[src/rtl/tlms_pkg.sv]
// ----------------------------------------------------------------------------
// tlms_pkg
// Shared types, constants and pattern tables of the tilt LED matrix scanner.
// ----------------------------------------------------------------------------
package tlms_pkg;

	localparam int DEF_MATRIX_SIZE   = 8;
	localparam int DEF_PATTERN_COUNT = 7;

	localparam int TILT_W      = 12;
	localparam int CFG_W       = 9;
	localparam int SLOT_W      = 3;
	localparam int IDX_W       = 3;
	localparam int BYTE_W      = 8;
	localparam int COUNT_W     = 8;
	localparam int POS_W       = 18;
	localparam int QUEUE_DEPTH = 2;

	typedef enum logic {
		CFG_SMOOTHING_WEIGHT = 1'b0,
		CFG_SAMPLE_PERIOD    = 1'b1
	} cfg_reg_t;

	typedef enum logic {
		TGT_COL = 1'b0,
		TGT_ROW = 1'b1
	} target_t;

	localparam logic [CFG_W-1:0] WEIGHT_RESET = 9'd205;
	localparam logic [CFG_W-1:0] WEIGHT_MAX   = 9'd256;
	localparam logic [CFG_W-1:0] PERIOD_RESET = 9'd16;
	localparam logic [CFG_W-1:0] PERIOD_MIN   = 9'd1;
	localparam logic [CFG_W-1:0] PERIOD_MAX   = 9'd256;

	localparam logic [IDX_W-1:0] PATTERN_RESET = 3'd1;

	localparam logic signed [POS_W-1:0] POS_RESET = 18'sd12288;
	localparam logic signed [POS_W-1:0] POS_MAX   = 18'sd131071;
	localparam logic signed [POS_W-1:0] POS_MIN   = {1'b1, {(POS_W-1){1'b0}}};

	typedef logic [BYTE_W-1:0] byte_t;

	localparam byte_t COL_ROM [8][8] = '{
		'{8'd1,   8'd2,   8'd4,   8'd8,   8'd16,  8'd32,  8'd64,  8'd128},
		'{8'd3,   8'd7,   8'd14,  8'd28,  8'd56,  8'd112, 8'd224, 8'd192},
		'{8'd255, 8'd255, 8'd255, 8'd255, 8'd255, 8'd255, 8'd255, 8'd255},
		'{8'd1,   8'd2,   8'd4,   8'd8,   8'd16,  8'd32,  8'd64,  8'd128},
		'{8'd254, 8'd253, 8'd251, 8'd247, 8'd239, 8'd223, 8'd191, 8'd127},
		'{8'd252, 8'd248, 8'd241, 8'd227, 8'd199, 8'd143, 8'd31,  8'd127},
		'{8'd255, 8'd255, 8'd255, 8'd255, 8'd255, 8'd255, 8'd255, 8'd255},
		'{8'd0,   8'd0,   8'd0,   8'd0,   8'd0,   8'd0,   8'd0,   8'd0}
	};

	localparam byte_t ROW_ROM [8][8] = '{
		'{8'd1,   8'd2,   8'd4,   8'd8,   8'd16,  8'd32,  8'd64,  8'd128},
		'{8'd3,   8'd7,   8'd14,  8'd28,  8'd56,  8'd112, 8'd224, 8'd192},
		'{8'd1,   8'd2,   8'd4,   8'd8,   8'd16,  8'd32,  8'd64,  8'd128},
		'{8'd255, 8'd255, 8'd255, 8'd255, 8'd255, 8'd255, 8'd255, 8'd255},
		'{8'd254, 8'd253, 8'd251, 8'd247, 8'd239, 8'd223, 8'd191, 8'd127},
		'{8'd252, 8'd248, 8'd241, 8'd227, 8'd199, 8'd143, 8'd31,  8'd127},
		'{8'd255, 8'd255, 8'd255, 8'd255, 8'd255, 8'd255, 8'd255, 8'd255},
		'{8'd0,   8'd0,   8'd0,   8'd0,   8'd0,   8'd0,   8'd0,   8'd0}
	};

	// One classified frame as handed from the front end to the back end.
	typedef struct packed {
		logic                     sample;
		logic [IDX_W-1:0]         idx;
		logic signed [TILT_W-1:0] tilt_x;
		logic signed [TILT_W-1:0] tilt_y;
	} job_t;

endpackage

[src/rtl/tlms_ifs.sv]
// ----------------------------------------------------------------------------
// tlms_ifs
// Valid/ready channel interfaces for frames in and driver bytes out.
// ----------------------------------------------------------------------------
interface tlms_frame_if import tlms_pkg::*; ();
	logic                     valid;
	logic                     ready;
	logic                     button_pressed;
	logic signed [TILT_W-1:0] tilt_x;
	logic signed [TILT_W-1:0] tilt_y;

	modport source (output valid, button_pressed, tilt_x, tilt_y, input ready);
	modport sink   (input valid, button_pressed, tilt_x, tilt_y, output ready);
endinterface

interface tlms_result_if import tlms_pkg::*; ();
	logic              valid;
	logic              ready;
	logic              target;
	logic [BYTE_W-1:0] drive_byte;
	logic              last;

	modport source (output valid, target, drive_byte, last, input ready);
	modport sink   (input valid, target, drive_byte, last, output ready);
endinterface

[src/rtl/tilt_led_matrix_scanner.sv]
// ----------------------------------------------------------------------------
// tilt_led_matrix_scanner
// Tilt-steered LED matrix scanner: frames in, driver bytes out.
// ----------------------------------------------------------------------------
// A sample frame passes four arithmetic steps (divide, filter, sum, column
// lookup) before its column byte; row bytes follow one per cycle through the
// single result register while the receiver is ready, for every frame. The
// next frame is taken as the last row byte loads. Reset puts the config,
// control, counter and position state to initial values at once, not the data.
module tilt_led_matrix_scanner import tlms_pkg::*; #(
	parameter int MATRIX_SIZE   = DEF_MATRIX_SIZE,
	parameter int PATTERN_COUNT = DEF_PATTERN_COUNT
) (
	input  logic             clk,
	input  logic             arst_n,
	tlms_frame_if.sink       frame,
	tlms_result_if.source    result,
	input  logic             cfg_we,
	input  logic             cfg_index,
	input  logic [CFG_W-1:0] cfg_data
);

	logic [CFG_W-1:0] weight_q;
	logic [CFG_W-1:0] period_q;
	logic             push;
	job_t             push_job;
	logic             full;
	logic             pop;
	job_t             pop_job;
	logic             empty;

	always_ff @(posedge clk or negedge arst_n) begin
		if (!arst_n) begin
			weight_q <= WEIGHT_RESET;
			period_q <= PERIOD_RESET;
		end else if (cfg_we) begin
			unique case (cfg_reg_t'(cfg_index))
				CFG_SMOOTHING_WEIGHT: begin
					weight_q <= (cfg_data > WEIGHT_MAX) ? WEIGHT_MAX : cfg_data;
				end
				CFG_SAMPLE_PERIOD: begin
					if (cfg_data == '0) begin
						period_q <= PERIOD_MIN;
					end else if (cfg_data > PERIOD_MAX) begin
						period_q <= PERIOD_MAX;
					end else begin
						period_q <= cfg_data;
					end
				end
			endcase
		end
	end

	tlms_front #(
		.PATTERN_COUNT (PATTERN_COUNT)
	) u_front (
		.clk           (clk),
		.arst_n        (arst_n),
		.frame         (frame),
		.sample_period (period_q),
		.full          (full),
		.push          (push),
		.push_job      (push_job)
	);

	tlms_queue u_queue (
		.clk      (clk),
		.arst_n   (arst_n),
		.push     (push),
		.push_job (push_job),
		.full     (full),
		.pop      (pop),
		.pop_job  (pop_job),
		.empty    (empty)
	);

	tlms_back #(
		.MATRIX_SIZE (MATRIX_SIZE)
	) u_back (
		.clk              (clk),
		.arst_n           (arst_n),
		.smoothing_weight (weight_q),
		.empty            (empty),
		.job              (pop_job),
		.pop              (pop),
		.result           (result)
	);

endmodule

[src/rtl/tlms_front.sv]
// ----------------------------------------------------------------------------
// tlms_front
// Accepts frames, advances the pattern index and marks sample frames.
// ----------------------------------------------------------------------------
module tlms_front import tlms_pkg::*; #(
	parameter int PATTERN_COUNT = DEF_PATTERN_COUNT
) (
	input  logic             clk,
	input  logic             arst_n,
	tlms_frame_if.sink       frame,
	input  logic [CFG_W-1:0] sample_period,
	input  logic             full,
	output logic             push,
	output job_t             push_job
);

	logic [IDX_W-1:0]   pattern_q;
	logic [COUNT_W-1:0] frame_cnt_q;
	logic [IDX_W-1:0]   pattern_next;
	logic               pattern_wrap;
	logic               frame_wrap;

	assign frame.ready = !full;
	assign push        = frame.valid && frame.ready;

	assign pattern_wrap = ({1'b0, pattern_q} + 4'd1) >= (IDX_W+1)'(PATTERN_COUNT);
	assign frame_wrap   = ({1'b0, frame_cnt_q} + 9'd1) >= sample_period;

	always_comb begin
		pattern_next = pattern_q;
		if (frame.button_pressed) begin
			pattern_next = pattern_wrap ? '0 : pattern_q + 3'd1;
		end
	end

	assign push_job.sample = (frame_cnt_q == '0);
	assign push_job.idx    = pattern_next;
	assign push_job.tilt_x = frame.tilt_x;
	assign push_job.tilt_y = frame.tilt_y;

	always_ff @(posedge clk or negedge arst_n) begin
		if (!arst_n) begin
			pattern_q   <= PATTERN_RESET;
			frame_cnt_q <= '0;
		end else if (push) begin
			pattern_q   <= pattern_next;
			frame_cnt_q <= frame_wrap ? '0 : frame_cnt_q + 8'd1;
		end
	end

endmodule

[src/rtl/tlms_queue.sv]
// ----------------------------------------------------------------------------
// tlms_queue
// Short job queue between the front end and the back end.
// ----------------------------------------------------------------------------
module tlms_queue import tlms_pkg::*; (
	input  logic clk,
	input  logic arst_n,
	input  logic push,
	input  job_t push_job,
	output logic full,
	input  logic pop,
	output job_t pop_job,
	output logic empty
);

	localparam int PTR_W = $clog2(QUEUE_DEPTH);
	localparam int CNT_W = $clog2(QUEUE_DEPTH + 1);

	job_t             entry_q [QUEUE_DEPTH];
	logic [PTR_W-1:0] wr_ptr_q;
	logic [PTR_W-1:0] rd_ptr_q;
	logic [CNT_W-1:0] count_q;

	assign full    = (count_q == CNT_W'(QUEUE_DEPTH));
	assign empty   = (count_q == '0);
	assign pop_job = entry_q[rd_ptr_q];

	function automatic logic [PTR_W-1:0] ptr_inc(logic [PTR_W-1:0] p);
		return (p == PTR_W'(QUEUE_DEPTH - 1)) ? '0 : p + PTR_W'(1);
	endfunction

	always_ff @(posedge clk) begin
		if (push) begin
			entry_q[wr_ptr_q] <= push_job;
		end
	end

	always_ff @(posedge clk or negedge arst_n) begin
		if (!arst_n) begin
			wr_ptr_q <= '0;
			rd_ptr_q <= '0;
			count_q  <= '0;
		end else begin
			if (push) begin
				wr_ptr_q <= ptr_inc(wr_ptr_q);
			end
			if (pop) begin
				rd_ptr_q <= ptr_inc(rd_ptr_q);
			end
			if (push && !pop) begin
				count_q <= count_q + CNT_W'(1);
			end else if (pop && !push) begin
				count_q <= count_q - CNT_W'(1);
			end
		end
	end

endmodule

[src/rtl/tlms_back.sv]
// ----------------------------------------------------------------------------
// tlms_back
// Runs the tilt arithmetic on sample frames and emits the driver bytes.
// ----------------------------------------------------------------------------
module tlms_back import tlms_pkg::*; #(
	parameter int MATRIX_SIZE = DEF_MATRIX_SIZE
) (
	input  logic             clk,
	input  logic             arst_n,
	input  logic [CFG_W-1:0] smoothing_weight,
	input  logic             empty,
	input  job_t             job,
	output logic             pop,
	tlms_result_if.source    result
);

	localparam int DIV_N_W   = 24;
	localparam int RECIP_W   = 25;
	localparam int DIV_SHIFT = 33;
	localparam int QUOT_W    = 16;
	localparam int PROD_W    = 28;
	localparam int SUM_W     = PROD_W + 1;
	localparam int SHR       = 8;
	localparam int SH_W      = SUM_W - SHR;

	// Reciprocal of 362 scaled by 2^33, rounded up; exact for every numerator here.
	localparam logic [RECIP_W-1:0]        RECIP       = 25'd23729102;
	localparam logic [DIV_N_W-1:0]        DIV_BIAS    = 24'd181;
	localparam logic [TILT_W:0]           TILT_OFFSET = 13'd1440;
	localparam logic signed [POS_W-1:0]   POS_BASE    = 18'sd28672;
	localparam logic signed [SUM_W-1:0]   ROUND_HALF  = 29'sd128;
	localparam logic [POS_W-1:0]          SLOT_HALF   = 18'd2048;
	localparam int                        SLOT_SHIFT  = 12;
	localparam logic [SLOT_W-1:0]         SLOT_MAX    = SLOT_W'(MATRIX_SIZE - 1);
	localparam logic [SLOT_W:0]           SIZE_EXT    = (SLOT_W+1)'(MATRIX_SIZE);

	typedef enum logic [2:0] {
		ST_IDLE,
		ST_DIV,
		ST_FILT,
		ST_SUM,
		ST_COL,
		ST_EMIT
	} state_t;

	typedef struct packed {
		logic               neg;
		logic [DIV_N_W-1:0] num;
	} lane_pre_t;

	state_t                   state_q;
	logic                     neg_q    [2];
	logic [DIV_N_W-1:0]       num_q    [2];
	logic [QUOT_W-1:0]        quot_q   [2];
	logic signed [PROD_W-1:0] prod_t_q [2];
	logic signed [PROD_W-1:0] prod_p_q [2];
	logic signed [POS_W-1:0]  pos_q    [2];
	logic [IDX_W-1:0]         idx_q;
	byte_t                    row_pattern_q;
	logic [SLOT_W-1:0]        scan_q;
	logic [SLOT_W-1:0]        k_q;

	logic                     out_valid_q;
	logic                     out_target_q;
	byte_t                    out_byte_q;
	logic                     out_last_q;

	logic                     load;
	logic                     take;
	lane_pre_t                pre      [2];
	logic [QUOT_W-1:0]        quot     [2];
	logic signed [POS_W-1:0]  tgt      [2];
	logic signed [POS_W-1:0]  filt     [2];
	logic [CFG_W-1:0]         inv_weight;
	logic [SLOT_W-1:0]        row_slot;
	logic [SLOT_W-1:0]        col_slot;
	logic [SLOT_W:0]          scan_sum;
	logic [SLOT_W-1:0]        scan_row;
	logic                     k_last;

	assign result.valid      = out_valid_q;
	assign result.target     = out_target_q;
	assign result.drive_byte = out_byte_q;
	assign result.last       = out_last_q;

	// The result register takes a new byte when it is empty or being drained.
	assign load   = !out_valid_q || result.ready;
	assign k_last = (k_q == SLOT_MAX);
	assign take   = !empty && ((state_q == ST_IDLE) ||
	                           ((state_q == ST_EMIT) && load && k_last));
	assign pop    = take;

	function automatic lane_pre_t lane_prep(logic signed [TILT_W-1:0] a);
		logic [TILT_W:0]   off;
		logic [TILT_W-1:0] mag;
		lane_pre_t         r;
		off   = {a[TILT_W-1], a} + TILT_OFFSET;
		mag   = off[TILT_W] ? TILT_W'(-off) : off[TILT_W-1:0];
		r.neg = off[TILT_W];
		r.num = {mag, 12'b0} + DIV_BIAS;
		return r;
	endfunction

	function automatic logic [SLOT_W-1:0] slot_of(logic signed [POS_W-1:0] p);
		logic [POS_W-1:0] biased;
		logic [POS_W-SLOT_SHIFT-1:0] s;
		biased = {1'b0, p[POS_W-2:0]} + SLOT_HALF;
		s      = biased[POS_W-1:SLOT_SHIFT];
		if (p[POS_W-1]) begin
			return '0;
		end else if (s > (POS_W-SLOT_SHIFT)'(SLOT_MAX)) begin
			return SLOT_MAX;
		end else begin
			return s[SLOT_W-1:0];
		end
	endfunction

	assign pre[0]     = lane_prep(job.tilt_x);
	assign pre[1]     = lane_prep(job.tilt_y);
	assign inv_weight = WEIGHT_MAX - smoothing_weight;

	always_comb begin
		for (int i = 0; i < 2; i++) begin
			logic [DIV_N_W+RECIP_W-1:0] prod;
			logic signed [POS_W-1:0]    qs;
			logic signed [SUM_W-1:0]    s;
			logic signed [SH_W-1:0]     sh;
			prod    = (DIV_N_W+RECIP_W)'(num_q[i]) * (DIV_N_W+RECIP_W)'(RECIP);
			quot[i] = prod[DIV_SHIFT +: QUOT_W];
			qs      = {2'b00, quot_q[i]};
			tgt[i]  = neg_q[i] ? POS_BASE + qs : POS_BASE - qs;
			s       = {prod_t_q[i][PROD_W-1], prod_t_q[i]} +
			          {prod_p_q[i][PROD_W-1], prod_p_q[i]} + ROUND_HALF;
			sh      = s[SUM_W-1:SHR];
			if (sh > SH_W'(POS_MAX)) begin
				filt[i] = POS_MAX;
			end else if (sh < SH_W'(POS_MIN)) begin
				filt[i] = POS_MIN;
			end else begin
				filt[i] = sh[POS_W-1:0];
			end
		end
	end

	// Lane 0 steers the column byte, lane 1 the row pattern.
	assign row_slot = slot_of(pos_q[0]);
	assign col_slot = slot_of(pos_q[1]);

	assign scan_sum = {1'b0, scan_q} + {1'b0, k_q};
	assign scan_row = (scan_sum >= SIZE_EXT) ? SLOT_W'(scan_sum - SIZE_EXT)
	                                         : scan_sum[SLOT_W-1:0];

	always_ff @(posedge clk or negedge arst_n) begin
		if (!arst_n) begin
			state_q       <= ST_IDLE;
			pos_q[0]      <= POS_RESET;
			pos_q[1]      <= POS_RESET;
			row_pattern_q <= '0;
			scan_q        <= '0;
			k_q           <= '0;
			out_valid_q   <= 1'b0;
		end else begin
			if (out_valid_q && result.ready) begin
				out_valid_q <= 1'b0;
			end
			unique case (state_q)
				ST_IDLE: begin
				end
				ST_DIV: begin
					quot_q[0] <= quot[0];
					quot_q[1] <= quot[1];
					state_q   <= ST_FILT;
				end
				ST_FILT: begin
					for (int i = 0; i < 2; i++) begin
						prod_t_q[i] <= PROD_W'($signed({1'b0, inv_weight})) *
						               PROD_W'(tgt[i]);
						prod_p_q[i] <= PROD_W'($signed({1'b0, smoothing_weight})) *
						               PROD_W'(pos_q[i]);
					end
					state_q <= ST_SUM;
				end
				ST_SUM: begin
					pos_q[0] <= filt[0];
					pos_q[1] <= filt[1];
					state_q  <= ST_COL;
				end
				ST_COL: begin
					if (load) begin
						out_valid_q   <= 1'b1;
						out_target_q  <= TGT_COL;
						out_byte_q    <= COL_ROM[idx_q][row_slot];
						out_last_q    <= 1'b0;
						row_pattern_q <= ROW_ROM[idx_q][col_slot];
						k_q           <= '0;
						state_q       <= ST_EMIT;
					end
				end
				ST_EMIT: begin
					if (load) begin
						out_valid_q  <= 1'b1;
						out_target_q <= TGT_ROW;
						out_byte_q   <= row_pattern_q & (byte_t'(1) << scan_row);
						out_last_q   <= k_last;
						if (k_last) begin
							scan_q  <= (scan_q == SLOT_MAX) ? '0 : scan_q + SLOT_W'(1);
							state_q <= ST_IDLE;
						end else begin
							k_q <= k_q + SLOT_W'(1);
						end
					end
				end
				default: state_q <= ST_IDLE;
			endcase
			if (take) begin
				idx_q <= job.idx;
				k_q   <= '0;
				if (job.sample) begin
					neg_q[0] <= pre[0].neg;
					neg_q[1] <= pre[1].neg;
					num_q[0] <= pre[0].num;
					num_q[1] <= pre[1].num;
					state_q  <= ST_DIV;
				end else begin
					state_q <= ST_EMIT;
				end
			end
		end
	end

	a_last_is_row: assert property (@(posedge clk) disable iff (!arst_n)
		result.valid && result.last |-> result.target == TGT_ROW)
		else $error("last flag on a column byte");

	a_scan_index: assert property (@(posedge clk) disable iff (!arst_n)
		state_q == ST_EMIT |-> (k_q <= SLOT_MAX) && (scan_q <= SLOT_MAX))
		else $error("row index beyond matrix size");

	a_sample_start: assert property (@(posedge clk) disable iff (!arst_n)
		take && job.sample |=> state_q == ST_DIV)
		else $error("sample frame did not start the arithmetic sequence");

	a_col_then_rows: assert property (@(posedge clk) disable iff (!arst_n)
		state_q == ST_COL && load |=> state_q == ST_EMIT && k_q == '0)
		else $error("column byte not followed by row scan");

endmodule
[src/flat_wrapper.sv]
// flat-port wrapper written by rule: the top's interface ports become plain ports
module tilt_led_matrix_scanner_flat import tlms_pkg::*;
#(
	parameter int MATRIX_SIZE   = DEF_MATRIX_SIZE,
	parameter int PATTERN_COUNT = DEF_PATTERN_COUNT
)
  (clk, arst_n, cfg_we, cfg_index, cfg_data, frame_valid, frame_button_pressed, frame_tilt_x, frame_tilt_y, frame_ready, result_valid, result_target, result_drive_byte, result_last, result_ready);
  tlms_frame_if frame_i ();
  tlms_result_if result_i ();
  input  logic clk;
  input  logic arst_n;
  input  logic cfg_we;
  input  logic cfg_index;
  input  logic [CFG_W-1:0] cfg_data;
  input wire logic [$bits(frame_i.valid)-1:0] frame_valid;
  input wire logic [$bits(frame_i.button_pressed)-1:0] frame_button_pressed;
  input wire logic [$bits(frame_i.tilt_x)-1:0] frame_tilt_x;
  input wire logic [$bits(frame_i.tilt_y)-1:0] frame_tilt_y;
  output wire logic [$bits(frame_i.ready)-1:0] frame_ready;
  output wire logic [$bits(result_i.valid)-1:0] result_valid;
  output wire logic [$bits(result_i.target)-1:0] result_target;
  output wire logic [$bits(result_i.drive_byte)-1:0] result_drive_byte;
  output wire logic [$bits(result_i.last)-1:0] result_last;
  input wire logic [$bits(result_i.ready)-1:0] result_ready;
  assign frame_i.valid = frame_valid;
  assign frame_i.button_pressed = frame_button_pressed;
  assign frame_i.tilt_x = frame_tilt_x;
  assign frame_i.tilt_y = frame_tilt_y;
  assign frame_ready = frame_i.ready;
  assign result_valid = result_i.valid;
  assign result_target = result_i.target;
  assign result_drive_byte = result_i.drive_byte;
  assign result_last = result_i.last;
  assign result_i.ready = result_ready;
  tilt_led_matrix_scanner #(.MATRIX_SIZE(MATRIX_SIZE), .PATTERN_COUNT(PATTERN_COUNT)) u_core (.clk(clk), .arst_n(arst_n), .frame(frame_i), .result(result_i), .cfg_we(cfg_we), .cfg_index(cfg_index), .cfg_data(cfg_data));
endmodule
[config.mk]
export PLATFORM = sky130hd
export DESIGN_NAME = tilt_led_matrix_scanner_flat
export DESIGN_NICKNAME = d
export VERILOG_FILES = /design/src/rtl/tlms_pkg.sv /design/src/rtl/tlms_ifs.sv /design/src/rtl/tilt_led_matrix_scanner.sv /design/src/rtl/tlms_front.sv /design/src/rtl/tlms_queue.sv /design/src/rtl/tlms_back.sv /design/src/flat_wrapper.sv
export SDC_FILE = /design/constraint.sdc
export NUM_CORES = 2
export LEC_CHECK = 0
export BUFFER_PORTS_ARGS = -buffer_cell sky130_fd_sc_hd__buf_2
export CELL_PAD_IN_SITES_DETAIL_PLACEMENT = 1
export CELL_PAD_IN_SITES_GLOBAL_PLACEMENT = 2
export CORE_MARGIN = 2
export CORE_UTILIZATION = 40
export DETAILED_ROUTE_END_ITERATION = 10
export PLACE_DENSITY = 0.87
export SYNTH_ARGS = -nofsm -noshare
export SYNTH_HDL_FRONTEND = slang
export SYNTH_HIERARCHICAL = 1
export SYNTH_SLANG_ARGS = --single-unit
export TNS_END_PERCENT = 50
[constraint.sdc]
create_clock -name clk -period 12.8 [get_ports clk]
set_input_delay 3.2 -clock clk [delete_from_list [all_inputs] [get_ports clk]]
set_output_delay 3.2 -clock clk [all_outputs]
set_load 0.1 [all_outputs]
# Yosys cells after proc, flatten, opt, wreduce, memory -nomap -nowiden
# Memories as Yosys holds them, arrays and structs flattened.
# Cells that the tools add are included.
# word_totals
latchBits	0
word_cells	192
register_bits	100
n_memories	8
out_inout_bits	12
mem_bits_rw	250
mem_bits_ro	1024
# memory_table
memory	depth	word_bits	read_ports	rd_ports_with_merged_regs	write_ports	line_no	rtl
(name not given)	8	64	1	0	0	tlms_back.sv:194	row_pattern_q <= ROW_ROM[idx_q][col_slot];
(name not given)	8	64	1	0	0	tlms_back.sv:192	out_byte_q <= COL_ROM[idx_q][row_slot];
u_core.u_back.prod_p_q	2	28	2	0	2	tlms_back.sv:56	logic signed [PROD_W-1:0] prod_p_q [2];
u_core.u_back.prod_t_q	2	28	2	0	2	tlms_back.sv:55	logic signed [PROD_W-1:0] prod_t_q [2];
u_core.u_queue.entry_q	2	28	1	0	1	tlms_queue.sv:19	job_t entry_q [QUEUE_DEPTH];
u_core.u_back.num_q	2	24	2	0	2	tlms_back.sv:53	logic [DIV_N_W-1:0] num_q [2];
+2 memories	--	--	--	--	--	--	
# classes
n_lt_le_gt_ge	13
n_div	0
n_bitwise	5
muxes	64
reduce_logical	33
n_eq_ne	15
multipliers	6
addsub	29
shifts	1
# ops
op	count
$mux 64	4
$mul 10x18->28	4
$mux 18	6
$mul 24x24->48 const B	2
$add 28x28->29	2
$add 29x8->29 const B	2
$mux 8	7
$mux 3	17
$add 24x8->24 const B	2
$bmux 8 s3	2
$gt 21x18->1 const B	2
$lt 21x18->1 const B	2
$add 17x12->18 const B	2
$add 15x16->17 const A	2
$sub 15x16->17 const A	2
$add 12x12->13 const B	2
$mux 12	2
$neg 12->12	2
$mux 9	2
$pmux 3 s6	1
$mux 1	17
$ge 4x4->1 const B	4
$pmux 8 s2	1
$eq 3x3->1 const B	4
40 further kinds	73

# Logic depth before layout (Yosys ltp)
# depth
word_depth	10
mapped_depth	28
ltp_nobuf	27

# Cells and area by module
# The synthesis kept the hierarchy.
# modules_own_cells
module	area_each_um2	instances	seq_area_each_um2	cells_each
tlms_back	46897.5	1	6851.6	4866
tlms_queue	2254.7	1	1781.7	103
tlms_front	1076.0	1	276.5	129
tilt_led_matrix_scanner	742.0	1	457.9	69

# Worst setup path after synthesis
# Ideal clock, no wire load.
# synth_timing
path_type	input-to-reg
start	input arst_n
end	memory u_core.u_back.prod_p_q[0][0], enable pin
slack_ns	4.276
t_arrival_ns	7.940
cell_stages	2
n_path_buf	0
t_required_ns	12.216
cell_sequence	nand2b_1 -> nor2_1
# synth_lines
item	line_no	rtl
from (decl)	flat_wrapper.sv:11	input logic arst_n;
to (decl)	tlms_back.sv:56	

==> results.py <==
metrics = {
    "timing": {
        "period_share_pct": 62.2,
        "relSlewSlack_pct": 24.2,
        "worst_pin_slew_ps": 1140,
        "tns_ps": 0,
        "fmax_mhz": 126,
        "finalMaxSlewViolations": 0,
        "rsz0062_at_grt": "no",
        "finalCriticalPeriod_ps": 7970,
        "finalSetupViolCount": 0,
        "clock-skew-final_ps": 46.3,
        "hold_violations": 0,
    },
    "placed_design": {
        "gp_congestion": 0.852,
        "port_buffers": 51,
        "dp_hpwl_um": 102000,
    },
    "status": {
        "outcome": "completed",
    },
    "floorplan": {
        "die_area_um2": 130000,
        "die_x_um": 361,
        "start_util_pct": 40.4,
        "core_area_um2": 126000,
        "die_h_um": 361,
        "io_pins": 52,
        "placementRows": 130,
    },
    "synth": {
        "synthesis.area_um2": 51000,
        "synth_edf_count": 239,
        "synthCells": 5167,
        "async_flop_share_pct": 26.7,
        "synth.distinct_cells": 93,
        "synth_fp_nets": 6666,
        "avgSynthCellArea_um2": 9.86,
        "yosys_warnings": 6,
        "synth_seq_area_share_pct": 18.4,
        "synth_ff_type": "edfxtp_1",
        "ys_ff_latch": 326,
    },
    "critical_path": {
        "path_class": "flip-flop to flip-flop",
        "worst_ep_arrival_time_ps": 8280,
        "cp.required_ps": 13120,
        "cp-start-kind": "flip-flop",
        "worst_setup_path_end_kind": "flip-flop",
        "cp_max_fo": 9,
    },
    "clocking": {
        "numCtsBuffers": 43,
        "cts_buffer_depth": 3,
        "postCtsHoldBufs": 0,
        "cts_tree": "done",
        "numClockSinks": 326,
        "cts_resized": 0,
        "cts_setup_buffers": 0,
        "ctsRootBufferMaster": "clkbuf_16",
        "clock_latency_ps": 610,
        "cts.reportedPaths.clkPinSlew_ps": 70,
        "cts-htree-levels": 2,
    },
    "route": {
        "drc_errors": 0,
        "dr.pass1.iters": 5,
        "dr.first_iter.drc_count": 1481,
        "via_per_inst": 5.13,
        "vias": 35000,
        "final_antenna_net_count": 0,
        "wl_per_cell_um": 18.1,
        "totalWireLength_um": 124000,
    },
    "cells_and_area": {
        "nNetsFinal": 6637,
        "layout-drive-gt1-share_pct": 4.83,
        "fillCellCount": 14200,
        "area_delta_synth_final_pct": 6.48,
    },
    "hold_path": {
        "hold_path.class": "flip-flop to flip-flop",
    },
    "global_routing": {
        "grt_max_degree": 63,
        "grt_overflow_total": 0,
        "grt_pass1_wl_um": 209000,
        "grt_pass1_vias": 39300,
        "grtUsageTotal_pct": 19.6,
        "antenna_found_initial": 0,
    },
    "run": {
        "drv_cap": 0,
    },
}
==> worst max-delay path, stage by stage, from the launching register on <==
cell	delay [ps]
edfxtp_1	440
inv_1	260
ha_1	230
nor3b_1	350
and3b_1	300
a21oi_1	100
xnor2_1	650
nand2_1	180
fa_1	560
inv_1	50
fa_1	490
fa_1	530
fa_1	500
inv_1	60
fa_1	470
inv_1	40
ha_1	320
and3_1	230
a221oi_1	290
o21ai_0	230
a21oi_1	260
a21oi_1	170
a211oi_1	380
nor3_1	100
or3b_2	470
==> state kept, by name, indices dropped and copies added (netlist names), 9 cells and up <==
signal	flops
u_core/u_back/num_q	24
u_core/u_back/pos_q	36
u_core/u_back/prod_p_q	56
u_core/u_back/quot_q	32
u_core/weight_q	9
u_core/u_back/prod_t_q	56
u_core/period_q	9
u_core/u_queue/entry_q	56
==> path summary, 6_finish.rpt <==
| path | startpoint | end | slack, ps | cells after the start |
|---|---|---|---|---|
| max reg2reg | u_core/u_back/quot_q[0][16]$_DFFE_PP_ | u_core/u_back/prod_t_q[0][55]$_DFFE_PP_ | 4830 | 24 |
| min reg2reg | u_core/u_back/row_pattern_q[3]$_DFFE_PN0P_ | u_core/u_back/row_pattern_q[3]$_DFFE_PN0P_ | 460 | 2 |
| min | u_core/u_back/row_pattern_q[3]$_DFFE_PN0P_ | u_core/u_back/row_pattern_q[3]$_DFFE_PN0P_ | 460 | 2 |
| max in group asynchronous | arst_n | u_core/u_back/pos_q[28]$_DFFE_PN0N_ | 8980 | 2 |
| max | u_core/u_back/quot_q[0][16]$_DFFE_PP_ | u_core/u_back/prod_t_q[0][55]$_DFFE_PP_ | 4830 | 24 |
| min in group asynchronous | arst_n | u_core/u_back/result.valid$_DFF_PN0_ | 2520 | 1 |
==> cells by family after synthesis <==
group	share of synthesized area [%]
adders and majority gates	46.6
DFF	18.4
buffers and inverters	9.02
xor gates and xnor gates	4.85
AOI/OAI and AO/OA	7.96
muxes	1.07
and+or+nand+nor	12.1
==> layout make-up <==
class	count	area (um^2)	area share (%)
Timing Repair Buffer	81	483	0.890
Clock buffer	51	1150	2.11
Clock inverter	29	277	0.509
Inverter	1028	3860	7.11
Tap cell	1650	2060	3.80
Multi-Input combinational cell	3658	37100	68.3
Antenna cell	1	2.50	0.00461
Sequential cell	326	9370	17.3
==> routing by layer <==
layer	GRT usage, %	part of all wire, %	routed length, um	up-vias
met3	1.83	3.0	3710	109
met4	3.28	1.6	1920	0
met2	33.7	48	60000	443
li1	-	-	-	16500
met1	27.1	47	58100	18000
met5	0	0	0	-
==> layout by cell type, fill, tap and decap left out, types with 11 or more instances in the layout <==
master     synthesis  routed
nand3_1           44      44
a21oi_1          179     179
dfstp_2           11      11
o31ai_1           11      11
nor3b_1           11      11
nor2_1           240     238
nor2b_1           69      68
dfrtp_1           76      76
or2_2             12      12
a21o_1            74      74
nand2_1          436     436
inv_1           1028    1028
buf_4             25      31
nor3_1            50      50
ha_1             725     725
and2_1           244     244
a211oi_1          23      23
fa_1             734     734
a31oi_1           23      23
o211ai_1          13      13
o21bai_1          11      11
xor2_1            87      85
nand4_1           20      20
edfxtp_1         239     239
xnor2_1          195     190
or3_1             14      14
and3_1            28      28
mux2_2            29      29
nand2b_1          41      41
buf_2              4      50
o21ai_0          126     126
clkbuf_16          0      43
a221o_1           36      36
o21a_1            22      22
==> stage by stage <==
| step | util, % | cell area, um^2 | std cells | setup slack, ps | hold WS [ps] |
|---|---|---|---|---|---|
| after floorplan | - | 51000 | 5167 | 4280 | 432 |
| after global placement | 41.9 | 52800 | 6743 | 5080 | 451 |
| after detailed placement | 41.9 | 52800 | 6743 | 4920 | 452 |
| after CTS | 43.1 | 54300 | 6823 | 4870 | 465 |
| after global routing | 43.1 | 54300 | 6823 | 4250 | 506 |
| final | 43.1 | 54300 | 6824 | 4830 | 462 |
==> Yosys cell counts, drive strengths merged, types with 6 or more instances <==
cell type	count	area, um^2
nor2b	69	432
mux2	39	477
nor3	51	260
nand2	436	1640
nand4	21	146
nor4	10	68.8
or2	12	75.1
o21ai	133	669
o211ai	13	97.6
ha	725	9070
o22ai	8	50.1
o21bai	11	82.6
a2111oi	6	60.1
a221o	36	360
nor3b	11	82.6
dfstp	11	289
or3	14	87.6
nor2	242	918
clkbuf	101	379
xnor2	195	1710
buf	54	362
xor2	87	762
a21o	74	556
a21oi	180	905
edfxtp	239	7180
dfrtp	76	1900
o311ai	7	61.3
fa	734	14700
o21a	22	165
a211oi	24	185
a31oi	23	144
nand3	44	220
nand2b	41	257
mux2i	7	70.1
and2	244	1530
and3	29	186
inv	1028	3860
o31ai	12	95.1
Power is not shown: default switching activity piles up to over one toggle a cycle in this logic, so the estimate is an artifact.
